`config.mk`:
```
export PLATFORM = sky130hd
export DESIGN_NAME = vending_credit_stock_controller_core
export DESIGN_NICKNAME = d
export VERILOG_FILES = /design/src/sv/vcsc_pkg.sv /design/src/sv/vending_credit_stock_controller_core.sv
export SDC_FILE = /design/constraint.sdc
export NUM_CORES = 1
export LEC_CHECK = 0
export BUFFER_PORTS_ARGS = -buffer_cell sky130_fd_sc_hd__buf_2
export CAP_MARGIN = 25
export CORE_MARGIN = 4
export CORE_UTILIZATION = 65
export CTS_CLUSTER_SIZE = 14
export DETAILED_ROUTE_END_ITERATION = 16
export PLACE_DENSITY = 0.84
export SYNTH_ARGS = -nofsm -noshare
export SYNTH_HDL_FRONTEND = slang
export SYNTH_SLANG_ARGS = --single-unit
```
`constraint.sdc`:
```
create_clock -name aclk -period 13.8 [get_ports aclk]
set_clock_uncertainty 0.15 [all_clocks]
set_input_delay 2.76 -clock aclk [delete_from_list [all_inputs] [get_ports aclk]]
set_output_delay 2.76 -clock aclk [all_outputs]
set_load 0.01 [all_outputs]
```
`src/sv/vcsc_pkg.sv`:
```
`timescale 1ns / 1ps
// ----------------------------------------------------------------------------
// Vending controller package
// Widths, command and status codes, reset values and beat layouts shared by
// the vending controller core and its checker.
// ----------------------------------------------------------------------------
package vcsc_pkg;

    localparam int NUM_PRODUCTS = 6;
    localparam int NUM_PRICED   = 6;
    localparam int NUM_ACTIVE   = (NUM_PRODUCTS < NUM_PRICED) ? NUM_PRODUCTS : NUM_PRICED;
    localparam int MASK_W       = 6;

    localparam int FUNC_W    = 3;
    localparam int KIND_W    = 2;
    localparam int PROD_W    = 3;
    localparam int STATUS_W  = 3;
    localparam int AMOUNT_W  = 32;
    localparam int CREDIT_W  = 16;
    localparam int STOCK_W   = 8;
    localparam int PRICE_W   = 16;
    localparam int CFG_IDX_W = 3;
    localparam int CFG_DATA_W = 16;

    localparam int S_TDATA_W = 8;
    localparam int M_TDATA_W = 64;

    // Command codes
    localparam logic [FUNC_W-1:0] FUNC_INSERT  = 3'd0;
    localparam logic [FUNC_W-1:0] FUNC_SELECT  = 3'd1;
    localparam logic [FUNC_W-1:0] FUNC_RETURN  = 3'd2;
    localparam logic [FUNC_W-1:0] FUNC_REPORT  = 3'd3;
    localparam logic [FUNC_W-1:0] FUNC_RESTOCK = 3'd4;

    // Result status codes
    localparam logic [STATUS_W-1:0] ST_COIN_TAKEN  = 3'd0;
    localparam logic [STATUS_W-1:0] ST_VENDED      = 3'd1;
    localparam logic [STATUS_W-1:0] ST_SOLD_OUT    = 3'd2;
    localparam logic [STATUS_W-1:0] ST_SHORT_FUNDS = 3'd3;
    localparam logic [STATUS_W-1:0] ST_RETURNED    = 3'd4;
    localparam logic [STATUS_W-1:0] ST_SALES       = 3'd5;
    localparam logic [STATUS_W-1:0] ST_RESTOCKED   = 3'd6;

    // Coin kinds
    localparam logic [KIND_W-1:0] COIN_100  = 2'd0;
    localparam logic [KIND_W-1:0] COIN_500  = 2'd1;
    localparam logic [KIND_W-1:0] COIN_1000 = 2'd2;

    // Configuration register indexes; prices occupy 0 to NUM_PRICED-1
    localparam logic [CFG_IDX_W-1:0] CFG_RESTOCK_LEVEL = 3'd6;

    localparam logic [STOCK_W-1:0] RESTOCK_RESET = 8'd10;

    typedef logic [PRICE_W-1:0] price_t;
    typedef logic [STOCK_W-1:0] stock_t;

    typedef struct packed {
        logic [PROD_W-1:0] product;
        logic [KIND_W-1:0] coin_kind;
        logic [FUNC_W-1:0] func;
    } cmd_t;

    typedef struct packed {
        logic [PROD_W-1:0]   vended_product;
        logic [MASK_W-1:0]   sold_out_mask;
        logic [CREDIT_W-1:0] credit_now;
        logic [AMOUNT_W-1:0] amount;
        logic [STATUS_W-1:0] status;
    } result_t;

    localparam int RESULT_W = $bits(result_t);

    function automatic logic [CREDIT_W:0] coin_value(input logic [KIND_W-1:0] kind);
        logic [CREDIT_W:0] v;
        case (kind)
            COIN_100:  v = 17'd100;
            COIN_500:  v = 17'd500;
            COIN_1000: v = 17'd1000;
            default:   v = 17'd0;
        endcase
        return v;
    endfunction

    function automatic price_t price_reset(input int idx);
        price_t v;
        case (idx)
            2:       v = 16'd500;
            4:       v = 16'd500;
            5:       v = 16'd300;
            default: v = 16'd700;
        endcase
        return v;
    endfunction

endpackage

```
`src/sv/vending_credit_stock_controller_core.sv`:
```
`timescale 1ns / 1ps
// A command accepted at one edge shows its result beat on m_tvalid right
// after that edge if the output register is free, else via the skid register.
// Throughput: one command per cycle while the skid register is empty; state is
// read and updated in the cycle of acceptance, and s_tready is registered.
// Reset: synchronous, active low; credit and sales clear, every stock loads
// ten, prices and the restock level return to their defaults.
// ----------------------------------------------------------------------------
// Vending controller core
// Six-product credit and stock keeper: coin insertion, selection with stock
// and price checks, credit return, sales report and restock.
// ----------------------------------------------------------------------------
module vending_credit_stock_controller_core (
    input  logic                            aclk,
    input  logic                            aresetn,
    input  logic                            s_tvalid,
    output logic                            s_tready,
    // s_tdata: func[2:0], coin_kind[4:3], product[7:5]
    input  logic [vcsc_pkg::S_TDATA_W-1:0]  s_tdata,
    output logic                            m_tvalid,
    input  logic                            m_tready,
    // m_tdata: status[2:0], amount[34:3], credit_now[50:35],
    // sold_out_mask[56:51], vended_product[59:57], zero [63:60]
    output logic [vcsc_pkg::M_TDATA_W-1:0]  m_tdata,
    input  logic                            cfg_we,
    input  logic [vcsc_pkg::CFG_IDX_W-1:0]  cfg_index,
    input  logic [vcsc_pkg::CFG_DATA_W-1:0] cfg_wdata
);
    import vcsc_pkg::*;

    price_t               price_reg [NUM_PRICED];
    stock_t               restock_level_reg;
    logic [CREDIT_W-1:0]  credit_reg, credit_next;
    logic [AMOUNT_W-1:0]  sales_reg, sales_next;
    stock_t               stock_reg [NUM_ACTIVE];
    stock_t               stock_next [NUM_ACTIVE];

    logic                 out_valid_reg, skid_valid_reg;
    result_t              out_data_reg, skid_data_reg;

    cmd_t                 cmd;
    result_t              res;
    logic                 res_valid;
    logic                 accept, pop;
    logic                 prod_ok;
    stock_t               stock_sel;
    price_t               price_sel;
    logic [CREDIT_W:0]    credit_sum;
    logic [AMOUNT_W:0]    sales_sum;

    assign cmd      = cmd_t'(s_tdata);
    assign s_tready = !skid_valid_reg;
    assign accept   = s_tvalid && s_tready;
    assign m_tvalid = out_valid_reg;
    assign pop      = out_valid_reg && m_tready;
    assign m_tdata  = {(M_TDATA_W - RESULT_W)'(0), out_data_reg};

    always_comb begin
        stock_sel = '0;
        price_sel = '0;
        for (int p = 0; p < NUM_ACTIVE; p++) begin
            if (cmd.product == PROD_W'(p)) begin
                stock_sel = stock_reg[p];
                price_sel = price_reg[p];
            end
        end
        prod_ok    = (32'(cmd.product) < NUM_ACTIVE);
        credit_sum = {1'b0, credit_reg} + coin_value(cmd.coin_kind);
        sales_sum  = {1'b0, sales_reg} + (AMOUNT_W + 1)'(price_sel);

        credit_next = credit_reg;
        sales_next  = sales_reg;
        for (int p = 0; p < NUM_ACTIVE; p++) begin
            stock_next[p] = stock_reg[p];
        end
        res           = '0;
        res_valid     = 1'b1;

        unique case (cmd.func)
            FUNC_INSERT: begin
                credit_next = credit_sum[CREDIT_W] ? '1 : credit_sum[CREDIT_W-1:0];
                res.status  = ST_COIN_TAKEN;
            end
            FUNC_SELECT: begin
                if (!prod_ok || stock_sel == '0) begin
                    res.status = ST_SOLD_OUT;
                end else if (credit_reg < price_sel) begin
                    res.status = ST_SHORT_FUNDS;
                end else begin
                    credit_next = credit_reg - price_sel;
                    sales_next  = sales_sum[AMOUNT_W] ? '1 : sales_sum[AMOUNT_W-1:0];
                    for (int p = 0; p < NUM_ACTIVE; p++) begin
                        if (cmd.product == PROD_W'(p)) begin
                            stock_next[p] = stock_reg[p] - 1'b1;
                        end
                    end
                    res.status         = ST_VENDED;
                    res.vended_product = cmd.product;
                end
            end
            FUNC_RETURN: begin
                res.amount  = AMOUNT_W'(credit_reg);
                credit_next = '0;
                res.status  = ST_RETURNED;
            end
            FUNC_REPORT: begin
                res.amount = sales_reg;
                res.status = ST_SALES;
            end
            FUNC_RESTOCK: begin
                for (int p = 0; p < NUM_ACTIVE; p++) begin
                    stock_next[p] = restock_level_reg;
                end
                sales_next  = '0;
                credit_next = '0;
                res.status  = ST_RESTOCKED;
            end
            default: begin
                // Unknown commands are consumed silently.
                res_valid = 1'b0;
            end
        endcase

        res.credit_now = credit_next;
        for (int p = 0; p < NUM_ACTIVE; p++) begin
            if (p < MASK_W) begin
                res.sold_out_mask[p] = (stock_next[p] == '0);
            end
        end
    end

    // Command state and configuration registers.
    always_ff @(posedge aclk) begin
        if (!aresetn) begin
            for (int i = 0; i < NUM_PRICED; i++) begin
                price_reg[i] <= price_reset(i);
            end
            restock_level_reg <= RESTOCK_RESET;
            credit_reg        <= '0;
            sales_reg         <= '0;
            for (int p = 0; p < NUM_ACTIVE; p++) begin
                stock_reg[p] <= RESTOCK_RESET;
            end
        end else begin
            if (cfg_we) begin
                for (int i = 0; i < NUM_PRICED; i++) begin
                    if (cfg_index == CFG_IDX_W'(i)) begin
                        price_reg[i] <= cfg_wdata;
                    end
                end
                if (cfg_index == CFG_RESTOCK_LEVEL) begin
                    restock_level_reg <= cfg_wdata[STOCK_W-1:0];
                end
            end
            if (accept) begin
                credit_reg <= credit_next;
                sales_reg  <= sales_next;
                for (int p = 0; p < NUM_ACTIVE; p++) begin
                    stock_reg[p] <= stock_next[p];
                end
            end
        end
    end

    // Output register with a skid stage behind it.
    always_ff @(posedge aclk) begin
        if (!aresetn) begin
            out_valid_reg  <= 1'b0;
            skid_valid_reg <= 1'b0;
        end else if (skid_valid_reg) begin
            if (pop) begin
                out_valid_reg  <= 1'b1;
                skid_valid_reg <= 1'b0;
            end
        end else if (accept && res_valid) begin
            if (!out_valid_reg || pop) begin
                out_valid_reg <= 1'b1;
            end else begin
                skid_valid_reg <= 1'b1;
            end
        end else if (pop) begin
            out_valid_reg <= 1'b0;
        end
    end

    always_ff @(posedge aclk) begin
        if (skid_valid_reg) begin
            if (pop) begin
                out_data_reg <= skid_data_reg;
            end
        end else if (accept && res_valid) begin
            if (!out_valid_reg || pop) begin
                out_data_reg <= res;
            end else begin
                skid_data_reg <= res;
            end
        end
    end

endmodule

```
==> results of run 1 <==
-- area by class of cell --
type | instances | share of cell area (%)
flip-flops and latches | 322 | 46.5
multi-input cells | 1186 | 40.8
clock buffers | 44 | 4.81
repair buffers | 124 | 3.87
well taps | 335 | 2.14
inverters | 59 | 1.13
clock inverters | 18 | 0.736
diodes | 1 | 0.0128
-- kinds of logic (layout without fill, tap and decap cells) --
kind of cell / count (synthesis) / in the layout / synth area share (%)
buffers and inverters: 153 / 245 / 3.42
xor gates and xnor gates: 30 / 30 / 1.50
AOI/OAI and AO/OA: 396 / 396 / 15.1
and+or+nand+nor: 612 / 612 / 17.8
adders and majority gates: 53 / 53 / 3.91
other: 1 / 5 / 0.0214
DFF: 322 / 322 / 51.8
muxes: 91 / 91 / 6.52
-- metal layers --
| layer | GRT usage, % | up-vias | routed length (um) |
|---|---|---|---|
| li1 | - | 6354 | - |
| met1 | 42.9 | 6790 | 18600 |
| met2 | 50.0 | 839 | 21900 |
| met3 | 6.13 | 139 | 4720 |
| met4 | 10.7 | 0 | 1470 |
| met5 | 0 | - | 0 |
-- cells in the final DEF, fill, tap and decap left out, types with 14 or more instances in the layout --
cell	n
sky130_fd_sc_hd__or3_1	30
sky130_fd_sc_hd__buf_4	25
sky130_fd_sc_hd__mux2i_1	21
sky130_fd_sc_hd__a21o_1	24
sky130_fd_sc_hd__nand4_1	16
sky130_fd_sc_hd__nor4_1	18
sky130_fd_sc_hd__o21ai_0	75
sky130_fd_sc_hd__nor2b_1	17
sky130_fd_sc_hd__nand2_1	131
sky130_fd_sc_hd__nor2_1	131
sky130_fd_sc_hd__nor3_1	53
sky130_fd_sc_hd__and2_1	82
sky130_fd_sc_hd__mux2_2	57
sky130_fd_sc_hd__inv_1	57
sky130_fd_sc_hd__buf_2	93
sky130_fd_sc_hd__nand3_1	38
sky130_fd_sc_hd__dfxtp_1	58
sky130_fd_sc_hd__ha_1	50
sky130_fd_sc_hd__xnor2_1	17
sky130_fd_sc_hd__a31oi_1	31
sky130_fd_sc_hd__edfxtp_1	264
sky130_fd_sc_hd__a22o_1	16
sky130_fd_sc_hd__a211oi_1	14
sky130_fd_sc_hd__clkbuf_16	35
sky130_fd_sc_hd__a21oi_1	102
sky130_fd_sc_hd__nand2b_1	28
sky130_fd_sc_hd__and3_1	22
-- worst max-delay path: stages --
cell and delay, ps:
sky130_fd_sc_hd__buf_2 560, sky130_fd_sc_hd__nor3b_1 840, sky130_fd_sc_hd__a221o_1 350, sky130_fd_sc_hd__inv_1 60, sky130_fd_sc_hd__ha_1 400, sky130_fd_sc_hd__nand4_1 150
sky130_fd_sc_hd__nor4b_1 370, sky130_fd_sc_hd__a21oi_1 250, sky130_fd_sc_hd__a21oi_1 200, sky130_fd_sc_hd__buf_4 260, sky130_fd_sc_hd__nand3_1 750, sky130_fd_sc_hd__or3_1 600
sky130_fd_sc_hd__a31oi_1 220, sky130_fd_sc_hd__nand4_1 150, sky130_fd_sc_hd__o31ai_1 210
-- how the worst min path moves through the flow --
stage	endpoint	slack (ps)	cells past startpoint
global route	restock_level_reg[6]	340	2
detailed placement	restock_level_reg[5]	300	2
finish	restock_level_reg[7]	310	2
global placement	restock_level_reg[5]	290	2
CTS	restock_level_reg[5]	300	2
floorplan	restock_level_reg[5]	280	2
-- power groups by stage --
stage	clock network (mW)	registers (mW)	logic, mW
final	0.883	1.13	0.322
after global routing	0.932	1.13	0.349
after CTS	0.889	1.13	0.314
after global placement	0	1.14	0.301
after floorplan	0	1.15	0.209
after detailed placement	0	1.15	0.311
-- metrics by stage --
stage / utilization [%] / std cells / hold WS (ps) / area [um^2] / power (mW)
4_1_cts: 74.2 / 2085 / 304 / 19500 / 2.33
3_5_place_dp: 70.1 / 2023 / 295 / 18400 / 1.46
2_1_floorplan: - / 1661 / 282 / 17600 / 1.35
5_1_grt: 74.4 / 2088 / 343 / 19500 / 2.41
6_report: 74.4 / 2089 / 306 / 19500 / 2.33
3_3_place_gp: 69.8 / 2019 / 294 / 18300 / 1.44
==> impl_metrics.prom, run 1 <==
# TYPE chip_impl_metric gauge
chip_impl_metric{name="final_layout_size_suffix_gt1_share",unit="%"} 16.6
chip_impl_info{name="cts-root-buf",value="sky130_fd_sc_hd__clkbuf_16"} 1
chip_impl_metric{name="post_drt_wl_per_cell",unit="um"} 22.3
chip_impl_metric{name="ys_ff_latch",unit=""} 322
chip_impl_metric{name="drt_first_pass_iters",unit=""} 8
chip_impl_metric{name="effective_utilization_at_floorplan",unit="%"} 66.8
chip_impl_metric{name="final.setup.worst_slack",unit="ps"} 5820
chip_impl_metric{name="tns",unit="ps"} 0
chip_impl_metric{name="cts_hold_buf",unit=""} 0
chip_impl_metric{name="areaGrowthSynthToFinish",unit="%"} 11.4
chip_impl_metric{name="max_cap_violations",unit=""} 0
chip_impl_metric{name="grt.total_usage",unit="%"} 31.2
chip_impl_metric{name="sequential_cell_area",unit="um^2"} 9090
chip_impl_metric{name="power.net_switching",unit="mW"} 0.612
chip_impl_info{name="worstSetupEndpointType",value="register"} 1
chip_impl_info{name="tritoncts",value="done"} 1
chip_impl_metric{name="timing_worst_slew_pin_value",unit="ps"} 1020
chip_impl_metric{name="design.portCount",unit=""} 98
chip_impl_metric{name="power_density",unit="nW/um^2"} 119
chip_impl_metric{name="share_seq_of_total_power",unit="%"} 48.3
chip_impl_info{name="worstReg2RegEnd",value="m_tdata[52]"} 1
chip_impl_metric{name="clock_network_power_share",unit="%"} 37.9
chip_impl_info{name="dominantRegCellSynth",value="sky130_fd_sc_hd__edfxtp_1"} 1
chip_impl_metric{name="worst_ir_drop_vdd",unit="uV"} 107
chip_impl_metric{name="chipWidth",unit="um"} 172
chip_impl_metric{name="p_int",unit="mW"} 1.72
chip_impl_metric{name="port_buffer_count",unit=""} 93
chip_impl_metric{name="synth_enable_flop_cells",unit=""} 264
chip_impl_metric{name="clk_path_buf_depth",unit=""} 3
chip_impl_metric{name="fp.coreArea",unit="um^2"} 26300
chip_impl_metric{name="numClockSinks",unit=""} 322
chip_impl_metric{name="clock_latency",unit="ps"} 520
chip_impl_metric{name="combinationalPowerShare",unit="%"} 13.8
chip_impl_metric{name="vertical_die_dimension",unit="um"} 172
chip_impl_metric{name="timing.reg2reg.worst_path_depth",unit=""} 16
chip_impl_info{name="unrepaired_setup_endpoints_after_global_routing",value="no"} 1
chip_impl_metric{name="final_layout_fill_cell_count",unit=""} 1812
chip_impl_metric{name="drt.antenna.violating_nets",unit=""} 0
chip_impl_metric{name="worst_setup_hold_path_clk_slew",unit="ps"} 60
chip_impl_metric{name="timing.critical_path.required",unit="ps"} 14000
chip_impl_metric{name="multi_input_gate_area_in_the_final_layout",unit="um^2"} 7970
chip_impl_info{name="critical_path.endpoint",value="m_tdata[52]"} 1
chip_impl_metric{name="pre_cts_ws",unit="ps"} 5550
chip_impl_metric{name="postCtsSetupRepairBufs",unit=""} 0
chip_impl_metric{name="cts-resized-gates",unit=""} 0
chip_impl_metric{name="min_period",unit="ps"} 7980
chip_impl_metric{name="slew_violations",unit=""} 0
chip_impl_metric{name="largest_register_ffs",unit=""} 96
chip_impl_metric{name="routed_via_density",unit=""} 6.76
chip_impl_metric{name="seq_area_frac_synth",unit="%"} 51.8
chip_impl_metric{name="critPathMaxFanout",unit=""} 31
chip_impl_metric{name="synth_warnings",unit=""} 0
chip_impl_metric{name="row_count",unit=""} 59
chip_impl_metric{name="final-setup-viol-count",unit=""} 0
chip_impl_metric{name="drt_drc_violations_left",unit=""} 0
chip_impl_metric{name="cts-buffers-inserted",unit=""} 34
chip_impl_info{name="yosys-top-cells-area",value="sky130_fd_sc_hd__edfxtp_1 45%, sky130_fd_sc_hd__dfxtp_1 6.6%, sky130_fd_sc_hd__mux2_2 3.7%"} 1
chip_impl_metric{name="finalWeightedCongestion",unit=""} 1.03
chip_impl_metric{name="detailroute.via_count",unit=""} 14100
chip_impl_info{name="hold_path.class",value="reg2reg"} 1
chip_impl_metric{name="grt_pass1_vias",unit=""} 13600
chip_impl_metric{name="finalWirelength",unit="um"} 46700
chip_impl_metric{name="synth_async_sr_flop_share",unit="%"} 0
chip_impl_metric{name="hpwlAfterDp",unit="um"} 31300
chip_impl_metric{name="cp_data_arrival_time",unit="ps"} 8170
chip_impl_metric{name="syn-mean-instance-area",unit="um^2"} 10.6
chip_impl_metric{name="remaining_global_route_overflow",unit=""} 0
chip_impl_metric{name="grt_antenna_before_repair",unit=""} 0
chip_impl_info{name="reg2reg_from",value="price_reg[1][0]"} 1
chip_impl_info{name="synth_largest_area_cell",value="sky130_fd_sc_hd__edfxtp_1"} 1
chip_impl_info{name="worst_hold_startpoint",value="restock_level_reg[7]"} 1
chip_impl_metric{name="die_area",unit="um^2"} 29700
chip_impl_info{name="timing.critical_path.from_type",value="input port"} 1
chip_impl_info{name="status",value="finished, final reports clean"} 1
chip_impl_metric{name="fmax",unit="MHz"} 125
chip_impl_metric{name="mapped_area",unit="um^2"} 17500
chip_impl_metric{name="synth_top_area_share",unit="%"} 45.2
chip_impl_metric{name="timing.slew.headroom",unit="%"} 31.5
chip_impl_metric{name="grt_first_pass_wirelength",unit="um"} 73000
chip_impl_metric{name="cts-htree-levels",unit=""} 2
chip_impl_metric{name="synth.lib_cells_used.distinct",unit=""} 76
chip_impl_metric{name="final.period_utilization",unit="%"} 57.8
chip_impl_metric{name="final_net_count",unit=""} 1812
chip_impl_info{name="yosys-top-cells-count",value="264 x sky130_fd_sc_hd__edfxtp_1, 132 x sky130_fd_sc_hd__nand2_1, 131 x sky130_fd_sc_hd__nor2_1, 103 x sky130_fd_sc_hd__a21oi_1, 82 x sky130_fd_sc_hd__and2_1"} 1
chip_impl_metric{name="final_hold_viol_count",unit=""} 0
chip_impl_metric{name="switching_share",unit="%"} 26.2
chip_impl_info{name="critical_path.startpoint",value="s_tdata[6]"} 1
chip_impl_metric{name="dr.first_iter.drc_count",unit=""} 1726
chip_impl_info{name="crit_type",value="in2reg"} 1
chip_impl_metric{name="timing.reg2reg.setup_slack",unit="ps"} 8660
chip_impl_metric{name="static_leakage",unit="nW"} 7.42
chip_impl_info{name="post-synth-top-count-cell",value="sky130_fd_sc_hd__edfxtp_1"} 1
chip_impl_metric{name="synth_cells",unit=""} 1658
chip_impl_metric{name="grt_max_degree",unit=""} 61
(Power assumes the default switching activity.)
==> inputs of run 2 (changes only) <==
- CORE_UTILIZATION: 65 -> 56
- PLACE_DENSITY: 0.84 -> 0.77
- clock period: 13.8 -> 6.5 ns (I/O delays scaled with it)
==> run 2 against run 1 <==
  * Power increased by 120%
  * Non-clock buffer count grew 15
  * Count of clock-buffer cells in the layout rose by 1
  * Routed wire length fell by 0.45%
  * Combinational power grew 110%
  * Die area is 15% higher
  * Critical path depth did not move
  * Flip-flop and latch count unchanged
  * First-iteration DRC count increased by 1.8%
  * Utilization down 10 points
  * Setup slack worse by 4900 ps
  * Hold slack worse by 0.82 ps
  * Highest routed layer unchanged
==> impl_metrics.prom, run 2 (synthesis gave the netlist of run 1 again) <==
# TYPE chip_impl_metric gauge
chip_impl_metric{name="routed_via_density",unit=""} 6.41
chip_impl_info{name="critical_path.startpoint",value="s_tdata[6]"} 1
chip_impl_metric{name="drt_first_pass_iters",unit=""} 8
chip_impl_metric{name="die_area",unit="um^2"} 34200
chip_impl_info{name="worstReg2RegEnd",value="m_tdata[55]"} 1
chip_impl_metric{name="timing_worst_slew_pin_value",unit="ps"} 1010
chip_impl_info{name="tritoncts",value="done"} 1
chip_impl_metric{name="detailroute.via_count",unit=""} 13900
chip_impl_metric{name="post_drt_wl_per_cell",unit="um"} 21.4
chip_impl_metric{name="drt_drc_violations_left",unit=""} 0
chip_impl_metric{name="cts-resized-gates",unit=""} 0
chip_impl_metric{name="final_layout_size_suffix_gt1_share",unit="%"} 17.5
chip_impl_metric{name="finalWeightedCongestion",unit=""} 0.950
chip_impl_metric{name="remaining_global_route_overflow",unit=""} 0
chip_impl_metric{name="grt_first_pass_wirelength",unit="um"} 73300
chip_impl_metric{name="finalWirelength",unit="um"} 46500
chip_impl_metric{name="tns",unit="ps"} 0
chip_impl_metric{name="utilization",unit="%"} 64.3
chip_impl_metric{name="cts-buffers-inserted",unit=""} 36
chip_impl_metric{name="switching_share",unit="%"} 25.8
chip_impl_info{name="status",value="finished, final reports clean"} 1
chip_impl_metric{name="p_int",unit="mW"} 3.77
chip_impl_metric{name="critPathMaxFanout",unit=""} 23
chip_impl_metric{name="clk_path_buf_depth",unit=""} 3
chip_impl_metric{name="grt.total_usage",unit="%"} 26.8
chip_impl_metric{name="grt_pass1_vias",unit=""} 13400
chip_impl_info{name="worst_hold_startpoint",value="restock_level_reg[5]"} 1
chip_impl_metric{name="pre_cts_ws",unit="ps"} 458
chip_impl_info{name="crit_type",value="in2reg"} 1
chip_impl_info{name="hold_path.class",value="reg2reg"} 1
chip_impl_metric{name="power_density",unit="nW/um^2"} 257
chip_impl_info{name="timing.critical_path.slowest_stage_cell",value="sky130_fd_sc_hd__or4b_2"} 1
chip_impl_info{name="cts-root-buf",value="sky130_fd_sc_hd__clkbuf_16"} 1
chip_impl_metric{name="share_seq_of_total_power",unit="%"} 47.1
chip_impl_metric{name="timing.critical_path.required",unit="ps"} 6660
chip_impl_metric{name="hpwlAfterDp",unit="um"} 32100
chip_impl_metric{name="vertical_die_dimension",unit="um"} 185
chip_impl_metric{name="fmax",unit="MHz"} 179
chip_impl_metric{name="worst_ir_drop_vdd",unit="uV"} 196
chip_impl_metric{name="grt_antenna_before_repair",unit=""} 1
chip_impl_metric{name="clock_network_power_share",unit="%"} 39.5
chip_impl_metric{name="post-layout-total-power",unit="mW"} 5.08
chip_impl_metric{name="final-setup-viol-count",unit=""} 0
chip_impl_metric{name="effective_utilization_at_floorplan",unit="%"} 57.1
chip_impl_metric{name="combinationalPowerShare",unit="%"} 13.4
chip_impl_info{name="worstSetupEndpointType",value="register"} 1
chip_impl_metric{name="static_leakage",unit="nW"} 7.53
chip_impl_metric{name="clock_latency",unit="ps"} 530
chip_impl_metric{name="final_net_count",unit=""} 1829
chip_impl_metric{name="fp.coreArea",unit="um^2"} 30700
chip_impl_metric{name="final_hold_viol_count",unit=""} 0
chip_impl_metric{name="timing.slew.headroom",unit="%"} 32.4
chip_impl_metric{name="min_period",unit="ps"} 5580
chip_impl_metric{name="port_buffer_count",unit=""} 93
chip_impl_metric{name="final.setup.worst_slack",unit="ps"} 918
chip_impl_metric{name="timing.reg2reg.setup_slack",unit="ps"} 1760
chip_impl_metric{name="dr.first_iter.drc_count",unit=""} 1757
chip_impl_metric{name="cp_data_arrival_time",unit="ps"} 5750
chip_impl_metric{name="numClockSinks",unit=""} 322
chip_impl_metric{name="postCtsSetupRepairBufs",unit=""} 0
chip_impl_metric{name="areaGrowthSynthToFinish",unit="%"} 12.7
chip_impl_metric{name="power.net_switching",unit="mW"} 1.31
chip_impl_metric{name="slew_violations",unit=""} 0
chip_impl_metric{name="chipWidth",unit="um"} 185
chip_impl_metric{name="row_count",unit=""} 64
chip_impl_metric{name="cts-htree-levels",unit=""} 2
chip_impl_info{name="path_cells",value="buf_2 > nor3b_1 > buf_4 > nand2_1 > o21ai_0 > a21oi_1 > ha_1 > o21ai_0 > a21boi_0 > o21ai_0 > or4b_2 > xnor2_1 > a221oi_1 > nand3_1 > o31ai_1"} 1
chip_impl_info{name="layout.cells.most_common",value="sky130_fd_sc_hd__edfxtp_1"} 1
chip_impl_metric{name="grt_max_degree",unit=""} 61
chip_impl_metric{name="max_cap_violations",unit=""} 0
chip_impl_metric{name="placement.cell_area",unit="um^2"} 18600
chip_impl_metric{name="largest_register_ffs",unit=""} 96
chip_impl_info{name="timing.critical_path.from_type",value="input port"} 1
chip_impl_metric{name="worst_setup_hold_path_clk_slew",unit="ps"} 60
chip_impl_metric{name="final.period_utilization",unit="%"} 85.9
chip_impl_metric{name="postLayoutCellArea",unit="um^2"} 19800
chip_impl_info{name="most-common-layout-cells",value="264 x sky130_fd_sc_hd__edfxtp_1, 131 x sky130_fd_sc_hd__nand2_1, 130 x sky130_fd_sc_hd__nor2_1, 102 x sky130_fd_sc_hd__a21oi_1, 93 x sky130_fd_sc_hd__buf_2"} 1
chip_impl_metric{name="cts_hold_buf",unit=""} 0
chip_impl_info{name="cp_common_cell",value="sky130_fd_sc_hd__o21ai_0"} 1
chip_impl_info{name="critical_path.endpoint",value="m_tdata[51]"} 1
chip_impl_metric{name="critical-path-max-stage-delay",unit="ps"} 700
chip_impl_metric{name="design.portCount",unit=""} 98
chip_impl_metric{name="timing.reg2reg.worst_path_depth",unit=""} 15
chip_impl_info{name="reg2reg_from",value="price_reg[3][0]"} 1
chip_impl_info{name="unrepaired_setup_endpoints_after_global_routing",value="no"} 1
chip_impl_metric{name="drt.antenna.violating_nets",unit=""} 0
run 2: changes by cell type in the layout (fill, tap and decap cells not counted), sizes merged:
| cell | delta |
|---|---|
| bufinv | +2 |
| buf | +14 |
| clkinv | +2 |
| clkinvlp | -4 |
| inv | +1 |
| clkbuf | +2 |
run 2: layout make-up:
type / instances / area [um^2]
inverters: 59 / 221
clock inverters: 19 / 179
well taps: 396 / 495
repair buffers: 139 / 840
clock buffers: 45 / 975
diodes: 1 / 2.50
fillers: 2470 / 11000
multi-input cells: 1186 / 7970
flip-flops and latches: 322 / 9090
run 2: worst min-delay path by stage:
stage                                 endpoint  slack (ps)  depth (start not counted)
after CTS                 restock_level_reg[0]         310                          2
after global placement    restock_level_reg[6]         300                          2
after detailed placement  restock_level_reg[0]         300                          2
final                     restock_level_reg[5]         310                          2
after floorplan           restock_level_reg[5]         280                          2
after global routing      restock_level_reg[0]         320                          2
run 2: power groups by stage:
stage / sequential [mW] / clock, mW / combinational, mW
floorplan: 2.43 / 0 / 0.443
global placement: 2.43 / 0 / 0.648
detailed placement: 2.44 / 0 / 0.666
CTS: 2.39 / 2.03 / 0.670
global route: 2.40 / 2.12 / 0.742
finish: 2.39 / 2.01 / 0.678
run 2: routing by layer:
metal	vias to the layer above	wire length [um]	global-route usage [%]
met5	-	0	0
met4	0	1760	9.57
met3	116	3860	4.14
met2	684	21400	43.0
met1	6708	19400	37.6
li1	6375	-	-
run 2: stage by stage:
step | hold slack (ps) | cells
floorplan | 282 | 1661
global placement | 298 | 2097
detailed placement | 298 | 2099
CTS | 306 | 2163
global route | 324 | 2167
finish | 305 | 2167
run 2: worst max-delay path: cells and delay by family:
family,cells,cell delay (ps)
xor+xnor,1,150
compound gates,7,1850
simple gates,4,1380
fa+ha+maj,1,350
buf+inv,2,700
==> inputs of run 3 (changes only) <==
- PLACE_DENSITY: 0.77 -> not set
- PLACE_DENSITY_LB_ADDON: not set -> 0.1
==> run 3 against run 2 <==
  * Count of clock-buffer cells in the layout grew 9
  * Combinational power hardly changed
  * Hold slack worse by 4.9 ps
  * Utilization fell by 0.29 points
  * Setup slack got worse by 130 ps
  * Critical path depth is 1 higher
  * Sequential power is essentially flat
  * Routed wire length is 0.38% higher
  * Clock power decreased by 6%
  * Largest power group unchanged
==> impl_metrics.prom, run 3 (synthesis gave the netlist of run 1 again) <==
# TYPE chip_impl_metric gauge
chip_impl_info{name="hold_path_end",value="restock_level_reg[6]"} 1
chip_impl_info{name="tritoncts",value="done"} 1
chip_impl_metric{name="worst_ir_drop_vdd",unit="uV"} 211
chip_impl_metric{name="cp_data_arrival_time",unit="ps"} 5900
chip_impl_info{name="timing.critical_path.slowest_stage_cell",value="sky130_fd_sc_hd__mux4_2"} 1
chip_impl_metric{name="postCtsSetupRepairBufs",unit=""} 0
chip_impl_metric{name="port_buffer_count",unit=""} 93
chip_impl_metric{name="worst_setup_hold_path_clk_slew",unit="ps"} 60
chip_impl_metric{name="die_area",unit="um^2"} 34200
chip_impl_metric{name="largest_register_ffs",unit=""} 96
chip_impl_metric{name="row_count",unit=""} 64
chip_impl_metric{name="grt_antenna_before_repair",unit=""} 1
chip_impl_info{name="path_cells",value="buf_2 > mux4_2 > nand2_1 > o21ai_0 > ha_1 > inv_1 > fa_1 > a211oi_1 > o21ai_0 > a21oi_1 > a21o_1 > nor3_2 > a31o_1 > or3b_1 > or4_4 > o41ai_2"} 1
chip_impl_metric{name="finalNonFillerCells",unit=""} 2167
chip_impl_metric{name="final_net_count",unit=""} 1828
chip_impl_info{name="hold_path.class",value="reg2reg"} 1
chip_impl_metric{name="routed_via_density",unit=""} 6.34
chip_impl_metric{name="drt.antenna.violating_nets",unit=""} 0
chip_impl_metric{name="final.period_utilization",unit="%"} 87.8
chip_impl_metric{name="critPathMaxFanout",unit=""} 14
chip_impl_metric{name="timing.reg2reg.worst_path_depth",unit=""} 15
chip_impl_metric{name="cts-resized-gates",unit=""} 0
chip_impl_metric{name="effective_utilization_at_floorplan",unit="%"} 57.1
chip_impl_metric{name="vertical_die_dimension",unit="um"} 185
chip_impl_metric{name="pre_cts_ws",unit="ps"} 337
chip_impl_metric{name="fmax",unit="MHz"} 175
chip_impl_metric{name="min_period",unit="ps"} 5710
chip_impl_metric{name="grt_max_degree",unit=""} 61
chip_impl_metric{name="grt_pass1_vias",unit=""} 13100
chip_impl_metric{name="tns",unit="ps"} 0
chip_impl_metric{name="detailroute.via_count",unit=""} 13700
chip_impl_metric{name="timing.critical_path.required",unit="ps"} 6690
chip_impl_metric{name="clock_latency",unit="ps"} 520
chip_impl_metric{name="chipWidth",unit="um"} 185
chip_impl_metric{name="static_leakage",unit="nW"} 7.48
chip_impl_metric{name="design.portCount",unit=""} 98
chip_impl_metric{name="post-place-cells",unit=""} 2100
chip_impl_metric{name="cts-htree-levels",unit=""} 2
chip_impl_metric{name="final-setup-viol-count",unit=""} 0
chip_impl_metric{name="timing.slew.headroom",unit="%"} 33.0
chip_impl_info{name="status",value="finished, final reports clean"} 1
chip_impl_info{name="unrepaired_setup_endpoints_after_global_routing",value="no"} 1
chip_impl_metric{name="whs",unit="ps"} 300
chip_impl_metric{name="critical-path-max-stage-delay",unit="ps"} 560
chip_impl_metric{name="postLayoutCellArea",unit="um^2"} 19700
chip_impl_metric{name="slew_violations",unit=""} 0
chip_impl_metric{name="cts-buffers-inserted",unit=""} 35
chip_impl_metric{name="final_layout_size_suffix_gt1_share",unit="%"} 17.1
chip_impl_info{name="timing.critical_path.from_type",value="input port"} 1
chip_impl_info{name="worstSetupEndpointType",value="register"} 1
chip_impl_info{name="worstReg2RegEnd",value="m_tdata[55]"} 1
chip_impl_info{name="worst_hold_startpoint",value="restock_level_reg[6]"} 1
chip_impl_metric{name="cts_hold_buf",unit=""} 0
chip_impl_metric{name="grt_first_pass_wirelength",unit="um"} 73100
chip_impl_metric{name="final_layout_fill_cell_count",unit=""} 2523
chip_impl_metric{name="hpwlAfterDp",unit="um"} 31800
chip_impl_metric{name="max_cap_violations",unit=""} 0
chip_impl_metric{name="finalWirelength",unit="um"} 46700
chip_impl_metric{name="holdPathStages",unit=""} 2
chip_impl_metric{name="fp.coreArea",unit="um^2"} 30700
chip_impl_info{name="most-common-layout-cells",value="264 x sky130_fd_sc_hd__edfxtp_1, 131 x sky130_fd_sc_hd__nor2_1, 131 x sky130_fd_sc_hd__nand2_1, 102 x sky130_fd_sc_hd__a21oi_1, 93 x sky130_fd_sc_hd__buf_2"} 1
chip_impl_metric{name="final.setup.worst_slack",unit="ps"} 790
chip_impl_info{name="crit_type",value="in2reg"} 1
chip_impl_metric{name="drt_first_pass_iters",unit=""} 6
chip_impl_metric{name="areaGrowthSynthToFinish",unit="%"} 12.2
chip_impl_info{name="cp_common_cell",value="sky130_fd_sc_hd__o21ai_0"} 1
chip_impl_info{name="reg2reg_from",value="price_reg[2][0]"} 1
chip_impl_info{name="layout.cells.most_common",value="sky130_fd_sc_hd__edfxtp_1"} 1
chip_impl_metric{name="timing_worst_slew_pin_value",unit="ps"} 1000
chip_impl_metric{name="clk_path_buf_depth",unit=""} 3
chip_impl_metric{name="post_drt_wl_per_cell",unit="um"} 21.5
chip_impl_metric{name="dr.first_iter.drc_count",unit=""} 1481
chip_impl_metric{name="final_hold_viol_count",unit=""} 0
chip_impl_metric{name="drt_drc_violations_left",unit=""} 0
chip_impl_metric{name="timing.reg2reg.setup_slack",unit="ps"} 1670
chip_impl_metric{name="numClockSinks",unit=""} 322
chip_impl_metric{name="remaining_global_route_overflow",unit=""} 0
chip_impl_metric{name="placement.cell_area",unit="um^2"} 18600
chip_impl_metric{name="grt.total_usage",unit="%"} 26.9
chip_impl_metric{name="power_density",unit="nW/um^2"} 252
chip_impl_info{name="cts-root-buf",value="sky130_fd_sc_hd__clkbuf_16"} 1
chip_impl_metric{name="finalWeightedCongestion",unit=""} 0.936
==> run 3: final cells by class <==
cell class	instances	area, um^2	share of cell area (%)
repair buffers	139	842	4.28
multi-input cells	1186	7950	40.4
well taps	396	495	2.52
flip-flops and latches	322	9090	46.2
diodes	1	2.50	0.0127
clock buffers	54	987	5.02
clock inverters	10	93.8	0.477
inverters	59	221	1.13
==> run 3: routing by layer <==
metal | wire length [um] | GRT usage (%) | up-vias
li1 | - | - | 6387
met5 | 0 | 0 | -
met1 | 20400 | 38.2 | 6690
met4 | 1140 | 7.46 | 0
met3 | 3150 | 3.24 | 86
met2 | 22000 | 44.0 | 567
==> run 3: stage by stage <==
step           utilization, %  total power [mW]
2_1_floorplan               -              2.87
3_3_place_gp             60.4              3.09
3_5_place_dp             60.4              3.10
4_1_cts                  63.9              4.98
5_1_grt                  64.0              5.15
6_report                 64.0              4.96
==> run 3: worst max path at each step <==
stage | start | cells after the start | endpoint | slack [ps]
floorplan | s_tdata[5] | 18 | m_tdata[55] | 170
global placement | s_tdata[5] | 15 | m_tdata[55] | 420
detailed placement | s_tdata[5] | 16 | m_tdata[55] | 340
CTS | s_tdata[5] | 16 | m_tdata[55] | 880
global route | s_tdata[5] | 17 | m_tdata[54] | 460
finish | s_tdata[5] | 16 | m_tdata[55] | 790
==> run 3: worst max-delay path, delay by kind of cell <==
kind                     cells  cell delay (ps)
AO/OA/AOI/OAI                7             1760
adder cells (fa/ha/maj)      2              510
buffers and inverters        2              440
multiplexers                 1              560
AND/OR/NAND/NOR              4             1310
==> run 3: power breakdown <==
| part | internal, mW | switching (mW) | total, mW |
|---|---|---|---|
| combinational | 0.251 | 0.426 | 0.677 |
| sequential | 2.34 | 0.0588 | 2.39 |
| clock | 1.06 | 0.821 | 1.88 |
